--- src/hdl/unicode_rich_string_parser_top_defines.svh ---
// Assertion macros shared by the string parser RTL.
`ifndef UNICODE_RICH_STRING_PARSER_TOP_DEFINES_SVH
`define UNICODE_RICH_STRING_PARSER_TOP_DEFINES_SVH

// The consequent must hold in the same cycle as the antecedent.
`define URSP_ASSERT_SAME(label, ante, cons, msg) \
  label: assert property (@(posedge clk) disable iff (rst) (ante) |-> (cons)) \
    else $error(msg);

// The consequent must hold in the cycle after the antecedent.
`define URSP_ASSERT_NEXT(label, ante, cons, msg) \
  label: assert property (@(posedge clk) disable iff (rst) (ante) |=> (cons)) \
    else $error(msg);

`endif

--- src/hdl/ursp_pkg.sv ---
package ursp_pkg;

  // Width of the character counter; the count field itself is 16 bits.
  localparam int COUNT_WIDTH = 16;
  localparam int CHAR_BITS   = (COUNT_WIDTH < 16) ? COUNT_WIDTH : 16;
  localparam logic [CHAR_BITS-1:0] CHARS_ONE = {{(CHAR_BITS-1){1'b0}}, 1'b1};

  // Running size saturates one above the largest 16-bit limit.
  localparam logic [16:0] SIZE_SAT = 17'h10000;

  // Flags byte bits.
  localparam logic [7:0] FLAG_WIDE     = 8'h01;
  localparam logic [7:0] FLAG_PHONETIC = 8'h04;
  localparam logic [7:0] FLAG_RICH     = 8'h08;

  // Header field lengths in bytes.
  localparam logic [2:0] RUNS_BYTES = 3'd2;
  localparam logic [2:0] PHON_BYTES = 3'd4;

  typedef enum logic [2:0] {
    PH_IDLE,
    PH_RUNS,
    PH_PHON,
    PH_LO,
    PH_HI,
    PH_OPT
  } phase_t;

  typedef struct packed {
    logic [7:0]  byte_value;
    logic        start_req;
    logic [15:0] char_count;
    logic [15:0] max_size;
    logic [15:0] continue_pos;
  } in_item_t;

  typedef struct packed {
    logic [15:0] code_unit;
    logic        has_char;
    logic        last;
    logic        error;
    logic [15:0] bytes_used;
  } out_item_t;

endpackage

--- src/hdl/ursp_in_if.sv ---
interface ursp_in_if;
  logic             valid;
  logic             ready;
  ursp_pkg::in_item_t payload;

  modport source (output valid, output payload, input ready);
  modport sink (input valid, input payload, output ready);
endinterface

--- src/hdl/ursp_out_if.sv ---
interface ursp_out_if;
  logic              valid;
  logic              ready;
  ursp_pkg::out_item_t payload;

  modport source (output valid, output payload, input ready);
  modport sink (input valid, input payload, output ready);
endinterface

--- src/hdl/unicode_rich_string_parser_top.sv ---
// A byte's result passes through the input register and then the result register.
// Throughput: one stream byte per cycle while results are taken; the input and
// result registers each take a new item whenever the stage after them moves on.
// Bytes that give no result pass through the input register and leave no output.
// Reset (rst, synchronous, active high) empties both registers and returns the
// parser to idle with all counters cleared.
`include "unicode_rich_string_parser_top_defines.svh"

module unicode_rich_string_parser_top (
  input logic          clk,
  input logic          rst,
  ursp_in_if.sink      stream,
  ursp_out_if.source   result
);

  // Input register.
  logic               s1_valid;
  ursp_pkg::in_item_t s1_item;
  logic               s1_fire;

  // Result register.
  logic                out_valid;
  ursp_pkg::out_item_t out_item;

  // Parser state.
  ursp_pkg::phase_t              phase, phase_next;
  logic [15:0]                   byte_offset, byte_offset_next;
  logic [16:0]                   size_total, size_total_next;
  logic [ursp_pkg::CHAR_BITS-1:0] chars_left, chars_left_next;
  logic                          wide_chars, wide_chars_next;
  logic [1:0]                    header_flags, header_flags_next;
  logic [2:0]                    header_bytes_left, header_bytes_left_next;
  logic [31:0]                   header_accum, header_accum_next;
  logic [7:0]                    low_byte, low_byte_next;
  logic [15:0]                   limit_size, limit_size_next;
  logic [15:0]                   limit_continue, limit_continue_next;

  // Step outcome.
  logic                res_valid;
  ursp_pkg::out_item_t res;
  logic                do_finish;
  logic                do_fail;
  logic                emit_ch;
  logic [1:0]          ch_w;
  logic [15:0]         ch_cu;
  logic [3:0]          need;
  logic [2:0]          hdr_total;
  logic [1:0]          hdr_idx;
  logic [17:0]         char_need;

  function automatic logic [16:0] sat_add(input logic [16:0] s, input logic [32:0] v);
    logic [33:0] sum;
    sum = {17'b0, s} + {1'b0, v};
    return (sum > {17'b0, ursp_pkg::SIZE_SAT}) ? ursp_pkg::SIZE_SAT : sum[16:0];
  endfunction

  // Handshakes: the input register drains into the result register.
  assign s1_fire        = s1_valid && (!out_valid || result.ready);
  assign stream.ready   = !s1_valid || s1_fire;
  assign result.valid   = out_valid;
  assign result.payload = out_item;

  always_ff @(posedge clk) begin
    if (rst) begin
      s1_valid <= 1'b0;
    end else if (stream.ready) begin
      s1_valid <= stream.valid;
    end
    if (stream.valid && stream.ready) begin
      s1_item <= stream.payload;
    end
  end

  always_ff @(posedge clk) begin
    if (rst) begin
      out_valid <= 1'b0;
    end else if (s1_fire) begin
      out_valid <= res_valid;
    end else if (result.ready) begin
      out_valid <= 1'b0;
    end
    if (s1_fire && res_valid) begin
      out_item <= res;
    end
  end

  // State register, updated once per byte taken from the input register.
  always_ff @(posedge clk) begin
    if (rst) begin
      phase             <= ursp_pkg::PH_IDLE;
      byte_offset       <= '0;
      size_total        <= '0;
      chars_left        <= '0;
      wide_chars        <= 1'b0;
      header_flags      <= '0;
      header_bytes_left <= '0;
      header_accum      <= '0;
      low_byte          <= '0;
      limit_size        <= '0;
      limit_continue    <= '0;
    end else if (s1_fire) begin
      phase             <= phase_next;
      byte_offset       <= byte_offset_next;
      size_total        <= size_total_next;
      chars_left        <= chars_left_next;
      wide_chars        <= wide_chars_next;
      header_flags      <= header_flags_next;
      header_bytes_left <= header_bytes_left_next;
      header_accum      <= header_accum_next;
      low_byte          <= low_byte_next;
      limit_size        <= limit_size_next;
      limit_continue    <= limit_continue_next;
    end
  end

  // Next state and result for the byte in the input register.
  always_comb begin
    phase_next             = phase;
    byte_offset_next       = byte_offset;
    size_total_next        = size_total;
    chars_left_next        = chars_left;
    wide_chars_next        = wide_chars;
    header_flags_next      = header_flags;
    header_bytes_left_next = header_bytes_left;
    header_accum_next      = header_accum;
    low_byte_next          = low_byte;
    limit_size_next        = limit_size;
    limit_continue_next    = limit_continue;
    res_valid = 1'b0;
    res       = '0;
    do_finish = 1'b0;
    do_fail   = 1'b0;
    emit_ch   = 1'b0;
    ch_w      = 2'd1;
    ch_cu     = '0;
    need      = 4'd1 + ((|(s1_item.byte_value & ursp_pkg::FLAG_RICH)) ? 4'd2 : 4'd0)
                + ((|(s1_item.byte_value & ursp_pkg::FLAG_PHONETIC)) ? 4'd4 : 4'd0);
    hdr_total = (phase == ursp_pkg::PH_RUNS) ? ursp_pkg::RUNS_BYTES : ursp_pkg::PHON_BYTES;
    hdr_idx   = 2'(hdr_total - header_bytes_left);
    char_need = {1'b0, size_total} + (wide_chars ? 18'd2 : 18'd1);

    if (s1_item.start_req) begin
      // Flags byte: sample the limits and check the header fits.
      limit_size_next        = s1_item.max_size;
      limit_continue_next    = s1_item.continue_pos;
      chars_left_next        = s1_item.char_count[ursp_pkg::CHAR_BITS-1:0];
      wide_chars_next        = |(s1_item.byte_value & ursp_pkg::FLAG_WIDE);
      header_flags_next      = {|(s1_item.byte_value & ursp_pkg::FLAG_PHONETIC),
                                |(s1_item.byte_value & ursp_pkg::FLAG_RICH)};
      byte_offset_next       = 16'd1;
      size_total_next        = 17'd1;
      header_accum_next      = '0;
      header_bytes_left_next = '0;
      if (s1_item.max_size < {12'b0, need}) begin
        do_fail = 1'b1;
      end else if (header_flags_next[0]) begin
        phase_next             = ursp_pkg::PH_RUNS;
        header_bytes_left_next = ursp_pkg::RUNS_BYTES;
      end else if (header_flags_next[1]) begin
        phase_next             = ursp_pkg::PH_PHON;
        header_bytes_left_next = ursp_pkg::PHON_BYTES;
      end else begin
        do_finish = 1'b1;
      end
    end else begin
      unique case (phase)
        ursp_pkg::PH_IDLE: begin
          // Bytes between strings are dropped.
        end
        ursp_pkg::PH_RUNS, ursp_pkg::PH_PHON: begin
          header_accum_next[{hdr_idx, 3'b000} +: 8] = s1_item.byte_value;
          byte_offset_next       = byte_offset + 16'd1;
          header_bytes_left_next = header_bytes_left - 3'd1;
          if (header_bytes_left_next != 3'd0) begin
            size_total_next = sat_add(size_total, 33'd1);
          end else if (phase == ursp_pkg::PH_RUNS) begin
            // Four bytes per rich run, plus this header byte.
            size_total_next   = sat_add(size_total,
                                  {15'b0, s1_item.byte_value, header_accum[7:0], 2'b00}
                                  + 33'd1);
            header_flags_next = {header_flags[1], 1'b0};
            header_accum_next = '0;
            if (header_flags[1]) begin
              phase_next             = ursp_pkg::PH_PHON;
              header_bytes_left_next = ursp_pkg::PHON_BYTES;
            end else begin
              do_finish = 1'b1;
            end
          end else begin
            size_total_next   = sat_add(size_total,
                                  {1'b0, s1_item.byte_value, header_accum[23:0]} + 33'd1);
            header_flags_next = '0;
            header_accum_next = '0;
            do_finish         = 1'b1;
          end
        end
        ursp_pkg::PH_LO: begin
          if (char_need > {2'b0, limit_size}) begin
            do_fail = 1'b1;
          end else if (wide_chars) begin
            low_byte_next = s1_item.byte_value;
            phase_next    = ursp_pkg::PH_HI;
          end else begin
            emit_ch = 1'b1;
            ch_w    = 2'd1;
            ch_cu   = {8'b0, s1_item.byte_value};
          end
        end
        ursp_pkg::PH_HI: begin
          emit_ch = 1'b1;
          ch_w    = 2'd2;
          ch_cu   = {s1_item.byte_value, low_byte};
        end
        ursp_pkg::PH_OPT: begin
          if ({1'b0, size_total} + 18'd1 > {2'b0, limit_size}) begin
            do_fail = 1'b1;
          end else begin
            wide_chars_next  = |(s1_item.byte_value & ursp_pkg::FLAG_WIDE);
            size_total_next  = sat_add(size_total, 33'd1);
            byte_offset_next = byte_offset + 16'd1;
            phase_next       = ursp_pkg::PH_LO;
          end
        end
        default: begin
          phase_next = ursp_pkg::PH_IDLE;
        end
      endcase
    end

    // End of header: size check, then an empty string ends here.
    if (do_finish) begin
      if (size_total_next > {1'b0, limit_size_next}) begin
        do_fail = 1'b1;
      end else if (chars_left_next == '0) begin
        phase_next     = ursp_pkg::PH_IDLE;
        res_valid      = 1'b1;
        res.last       = 1'b1;
        res.bytes_used = size_total_next[15:0];
      end else begin
        phase_next = ursp_pkg::PH_LO;
      end
    end

    // A complete character is emitted.
    if (emit_ch) begin
      byte_offset_next = byte_offset + {14'b0, ch_w};
      size_total_next  = sat_add(size_total, {31'b0, ch_w});
      chars_left_next  = chars_left - ursp_pkg::CHARS_ONE;
      res_valid        = 1'b1;
      res.code_unit    = ch_cu;
      res.has_char     = 1'b1;
      if (chars_left_next == '0) begin
        phase_next     = ursp_pkg::PH_IDLE;
        res.last       = 1'b1;
        res.bytes_used = size_total_next[15:0];
      end else if (byte_offset_next == limit_continue) begin
        phase_next = ursp_pkg::PH_OPT;
      end else begin
        phase_next = ursp_pkg::PH_LO;
      end
    end

    // Bound exceeded: abort the string with an error result.
    if (do_fail) begin
      phase_next = ursp_pkg::PH_IDLE;
      res_valid  = 1'b1;
      res        = '0;
      res.last   = 1'b1;
      res.error  = 1'b1;
    end
  end

  // Checks on the parser's own logic.
  `URSP_ASSERT_SAME(a_error_is_final, out_valid && out_item.error,
                    out_item.last && !out_item.has_char, "error result not a bare final result")
  `URSP_ASSERT_NEXT(a_last_goes_idle, s1_fire && res_valid && res.last,
                    phase == ursp_pkg::PH_IDLE, "parser not idle after final result")
  `URSP_ASSERT_SAME(a_high_byte_wide, phase == ursp_pkg::PH_HI, wide_chars,
                    "high byte expected while characters are narrow")
  `URSP_ASSERT_SAME(a_size_nonzero, out_valid && out_item.last && !out_item.error,
                    out_item.bytes_used != 16'd0, "finished string reports zero size")

endmodule

--- src/flat_wrapper.sv ---
// flat-port wrapper written by rule: the top's interface ports become plain ports
module unicode_rich_string_parser_top_flat 
  (clk, rst, stream_valid, stream_payload, stream_ready, result_valid, result_payload, result_ready);
  ursp_in_if stream_i ();
  ursp_out_if result_i ();
  input logic clk;
  input logic rst;
  input wire logic [$bits(stream_i.valid)-1:0] stream_valid;
  input wire logic [$bits(stream_i.payload)-1:0] stream_payload;
  output wire logic [$bits(stream_i.ready)-1:0] stream_ready;
  output wire logic [$bits(result_i.valid)-1:0] result_valid;
  output wire logic [$bits(result_i.payload)-1:0] result_payload;
  input wire logic [$bits(result_i.ready)-1:0] result_ready;
  assign stream_i.valid = stream_valid;
  assign stream_i.payload = stream_payload;
  assign stream_ready = stream_i.ready;
  assign result_valid = result_i.valid;
  assign result_payload = result_i.payload;
  assign result_i.ready = result_ready;
  unicode_rich_string_parser_top u_core (.clk(clk), .rst(rst), .stream(stream_i), .result(result_i));
endmodule
--- config.mk ---
export PLATFORM = sky130hd
export DESIGN_NAME = unicode_rich_string_parser_top_flat
export DESIGN_NICKNAME = d
export VERILOG_FILES = /design/src/hdl/ursp_pkg.sv /design/src/hdl/ursp_in_if.sv /design/src/hdl/ursp_out_if.sv /design/src/hdl/unicode_rich_string_parser_top.sv /design/src/flat_wrapper.sv
export VERILOG_INCLUDE_DIRS = /design/src /design/src/hdl
export SDC_FILE = /design/constraint.sdc
export NUM_CORES = 1
export LEC_CHECK = 0
export BUFFER_PORTS_ARGS = -buffer_cell sky130_fd_sc_hd__clkbuf_2
export CAP_MARGIN = 10
export CORE_MARGIN = 3
export CORE_UTILIZATION = 56
export DETAILED_ROUTE_END_ITERATION = 7
export GPL_ROUTABILITY_DRIVEN = 1
export PLACE_DENSITY = 0.77
export RECOVER_POWER = 50
export SLEW_MARGIN = 10
export SYNTH_ARGS = -nofsm -noshare
export SYNTH_HDL_FRONTEND = slang
export SYNTH_SLANG_ARGS = --single-unit
--- constraint.sdc ---
create_clock -name clk -period 7.9 [get_ports clk]
set_input_delay 1.185 -clock clk [delete_from_list [all_inputs] [get_ports clk]]
set_output_delay 1.185 -clock clk [all_outputs]
set_load 0.03 [all_outputs]
==> key figures <==
Outcome
  • Status: complete, but fails checks
  • Failing checks: max-capacitance violations, max-slew violations

Cells and area
  • Layout Cells excl Fill: 2351
  • Area growth syn-to-layout: 10.2%
  • Post-route cell area: roughly 17000 µm²
  • Ant diodes: 0
  • Fill cell count: between 2000 and 2500
  • Layout cells sized above 1: slightly below 10%
  • Fin util: a little under two thirds
  • Nets: approximately 2100

STA
  • Setup_tns: 0 ns
  • Tcrit/Tclk final: between 90% and 100%
  • Minimum clock period: between 7 and 8 ns
  • Clock Skews: 0.0141 ns
  • Fmax: roughly 140 MHz
  • Final Hold Viols: 0
  • Measured slew at the worst slew-check pin: 3.64 ns
  • Final Setup Violations: 0
  • Max-slew violations: ~250
  • Worst hold slack: around 0.47 ns
  • RSZ-0062 raised after global routing: no
  • Max-slew headroom: -142%

Synth
  • Most common flop cell mapped by yosys: dfxtp_1
  • Post-synthesis mux area share: under 10%
  • Number of flops mapped to enable cells by yosys: 92
  • Fraction of registers with async set/reset: 0%
  • Seq/Total Area, Yosys: around a third
  • Syn Area/Cell: 8.31 µm²
  • Yosys top cell by area: edfxtp_1
  • Largest family of logic cells by synthesized area: compound AO/OA/AOI/OAI gates
  • Synth Area in Adders: approximately 8.3%
  • XOR/XNOR share of the synthesized area: about 6.2%
  • Post-Syn Instances: 1900
  • Mapped Nets: ~2100
  • Synth Area in Simple Gates: approximately 21%
  • YS warnings: 0
  • Synth Area in Compound Gates: about 24%
  • Netlist Area Pre-Place: ~16000 µm²
  • Synth cell types: 95
  • #FFs+latches synth: roughly 220
  • Largest cells by area after synthesis: edfxtp_1 (17%), dfxtp_1 (16%), ha_1 (7.8%), nor2_1 (5.2%), nand2_1 (4.1%)
  • Top cell type's share of synthesized area: roughly 17%

Power and ir drop
  • Leak: 0.00657 µW
  • Power per cell area: between 150 and 200 nW/µm²
  • Worst ir drop on vdd: between 0.15 and 0.2 mV

Run
  • Maxcap violations: 5

Route
  • Post-DR vias/cell: about 6.6
  • Via count: approximately 16000
  • Initial DRC Count: around 1900
  • Total Routed Length: 53100 µm
  • WL per Instance: between 20 and 25 µm
  • Routed Antenna Nets: 0
  • # DRC: 0
  • DRT Pass-1 Iters: 6

Die
  • Die height: around 170 µm
  • Die area: about 30000 µm²
  • DIE WIDTH: between 150 and 200 µm
  • Core region area: 27300 µm²
  • # rows: 60
  • Initial Util: between 50% and 60%
  • Ports: 98

Clock network
  • CTS root buf: clkbuf_16
  • CTS clock-pin slew for the worst setup and hold paths: approximately 0.07 ns
  • CTS max path bufs: 3
  • H-tree Lvls: 1
  • CTS sink cnt: ~220
  • Cts-stage hold buffer count: 0
  • Num CTS Buffers: 23
  • # Post-CTS Setup Buffers: 0
  • Skew-Pair Late Insertion Delay: around 0.51 ns
  • TritonCTS clock tree: yes
  • Resized cells post-CTS: 0

Critical path
  • Critical Path Max Stage Delay: 0.50 ns
  • CP Capture Point: u_core.result.payload[9]
  • Setup slack, reg-to-reg: ~0.50 ns
  • CP max-delay cell: o32ai_1
  • Critical path class: flop to flop
  • WP data required: 8.09 ns
  • Critical Path AT: around 7.6 ns
  • R2r endpoint: u_core.result.payload[9]
  • Nature of the critical path endpoint: flop
  • Reg2Reg Depth: 27
  • Startpoint types: flop
  • CP startpoint: u_core.size_total[0]
  • Crit Path Max Fanout: 20
  • Worst r2r src: u_core.size_total[0]

Placed design
  • Placed cells: between 2000 and 2500
  • Post-DP HPWL: roughly 40000 µm
  • Cell Area, Placed: 16700 µm²
  • Final GP Congestion: roughly 1.0
  • Port bufs: 97

GRT
  • Number of global-route vias before repair: 14802
  • Pin count of the biggest net entering global routing: 78
  • First-pass GRT wire length: between 80000 and 90000 µm
  • GR Overflow Total: 0
  • Initial antenna violation count: 0
  • GRT Total Usage: between 30% and 40%

Hold path
  • Hold Path Class: flop to flop
-- placed cells by master (no fill, tap or decap), types with 52 or more instances in the layout --
cell,instances
a21oi_1,129
buf_4,52
clkbuf_2,59
dfxtp_1,123
edfxtp_1,92
ha_1,98
inv_1,67
nand2_1,174
nor2_1,219
nor3_1,60
o21ai_0,100
xnor2_1,66
-- worst max-delay path: cells and delay by family (launching register included) --
family | cells | cell delay (ns)
AOI/OAI and AO/OA | 12 | 3.15
adders and majority gates | 3 | 0.85
buffers and inverters | 3 | 0.65
DFF | 1 | 0.33
muxes | 1 | 0.31
and+or+nand+nor | 8 | 1.73
-- logic make-up (layout without fill, tap and decap cells) --
logic type	Yosys count	after routing
simple gates	696	696
compound gates	558	558
flops	215	215
buf+inv	184	263
xor+xnor	112	112
fa+ha+maj	102	102
mux	33	33
-- worst min path at each step --
stage                              startpoint  slack (ns)  cells past startpoint                         to
floorplan              u_core.header_accum[9]        0.44                      2     u_core.header_accum[9]
global placement      u_core.header_accum[10]        0.46                      2    u_core.header_accum[10]
detailed placement     u_core.header_accum[9]        0.46                      2     u_core.header_accum[9]
CTS                    u_core.header_accum[9]        0.47                      2     u_core.header_accum[9]
global route         u_core.limit_continue[6]        0.50                      2   u_core.limit_continue[6]
finish              u_core.limit_continue[12]        0.47                      2  u_core.limit_continue[12]
-- final cells by class --
type                    count  area (µm²)  share of cell area (%)
well taps                 372         465                    2.68
clock buffers              32         651                    3.74
repair buffers            152         840                    4.83
flip-flops and latches    215        5230                    30.0
inverters                  70         263                    1.51
multi-input cells        1501        9850                    56.6
clock inverters             9         100                   0.575
-- report_power, final --
part,total (µW),switching (µW),internal (µW)
Combinational,548,348,200
Clock,1080,436,640
Sequential,1250,50.4,1200
Total,2870,834,2040
-- layer usage --
metal / part of all wire, % / vias up / track usage, %
li1: - / 7203 / -
met1: 40 / 7373 / 45.3
met2: 45 / 881 / 54.1
met3: 11 / 158 / 7.14
met4: 3.9 / 0 / 11.7
met5: 0 / - / 0
-- sequential cells by signal, summed over array words and instances (netlist names), 3 cells and up --
name / cells
u_core.s1_item: 57
u_core.result.payload: 35
u_core.header_accum: 24
u_core.size_total: 17
u_core.byte_offset: 16
u_core.chars_left: 16
u_core.limit_continue: 16
u_core.limit_size: 16
u_core.low_byte: 8
u_core.header_bytes_left: 3
u_core.phase: 3
-- cells in the mapped netlist (6+ instances only) --
cell type	instances
nand4_1	41
xnor2_1	66
o21ai_1	10
xor2_1	46
nand2_1	174
o22ai_1	20
and3_1	13
o221ai_1	8
a2bb2oi_1	8
buf_2	11
and2_1	17
nand2b_1	19
a21o_1	27
o21a_1	13
a22oi_1	34
nor2b_1	7
clkbuf_1	85
nor4b_1	7
edfxtp_1	92
nor4_1	23
a211oi_1	39
o21bai_1	6
a311oi_1	11
o41ai_1	9
a21oi_1	130
buf_1	11
o21ai_0	100
mux2i_1	28
dfxtp_1	123
a41oi_1	7
ha_1	98
and4_1	10
a211o_1	6
o31ai_1	17
a221oi_1	10
nor2_1	220
or4_1	11
o211a_1	7
nand3_1	44
a31oi_1	19
or3_1	16
o211ai_1	10
inv_1	67
nor3_1	61
o2bb2ai_1	10
-- stage by stage --
step                      total power, µW  setup slack [ns]
after floorplan                      1620             0.449
after global placement               1780             0.887
after detailed placement             1790             0.648
after CTS                            2860             0.553
after global routing                 2970            0.0424
final                                2870             0.500
No activity file was read; power rests on OpenSTA's default activity.
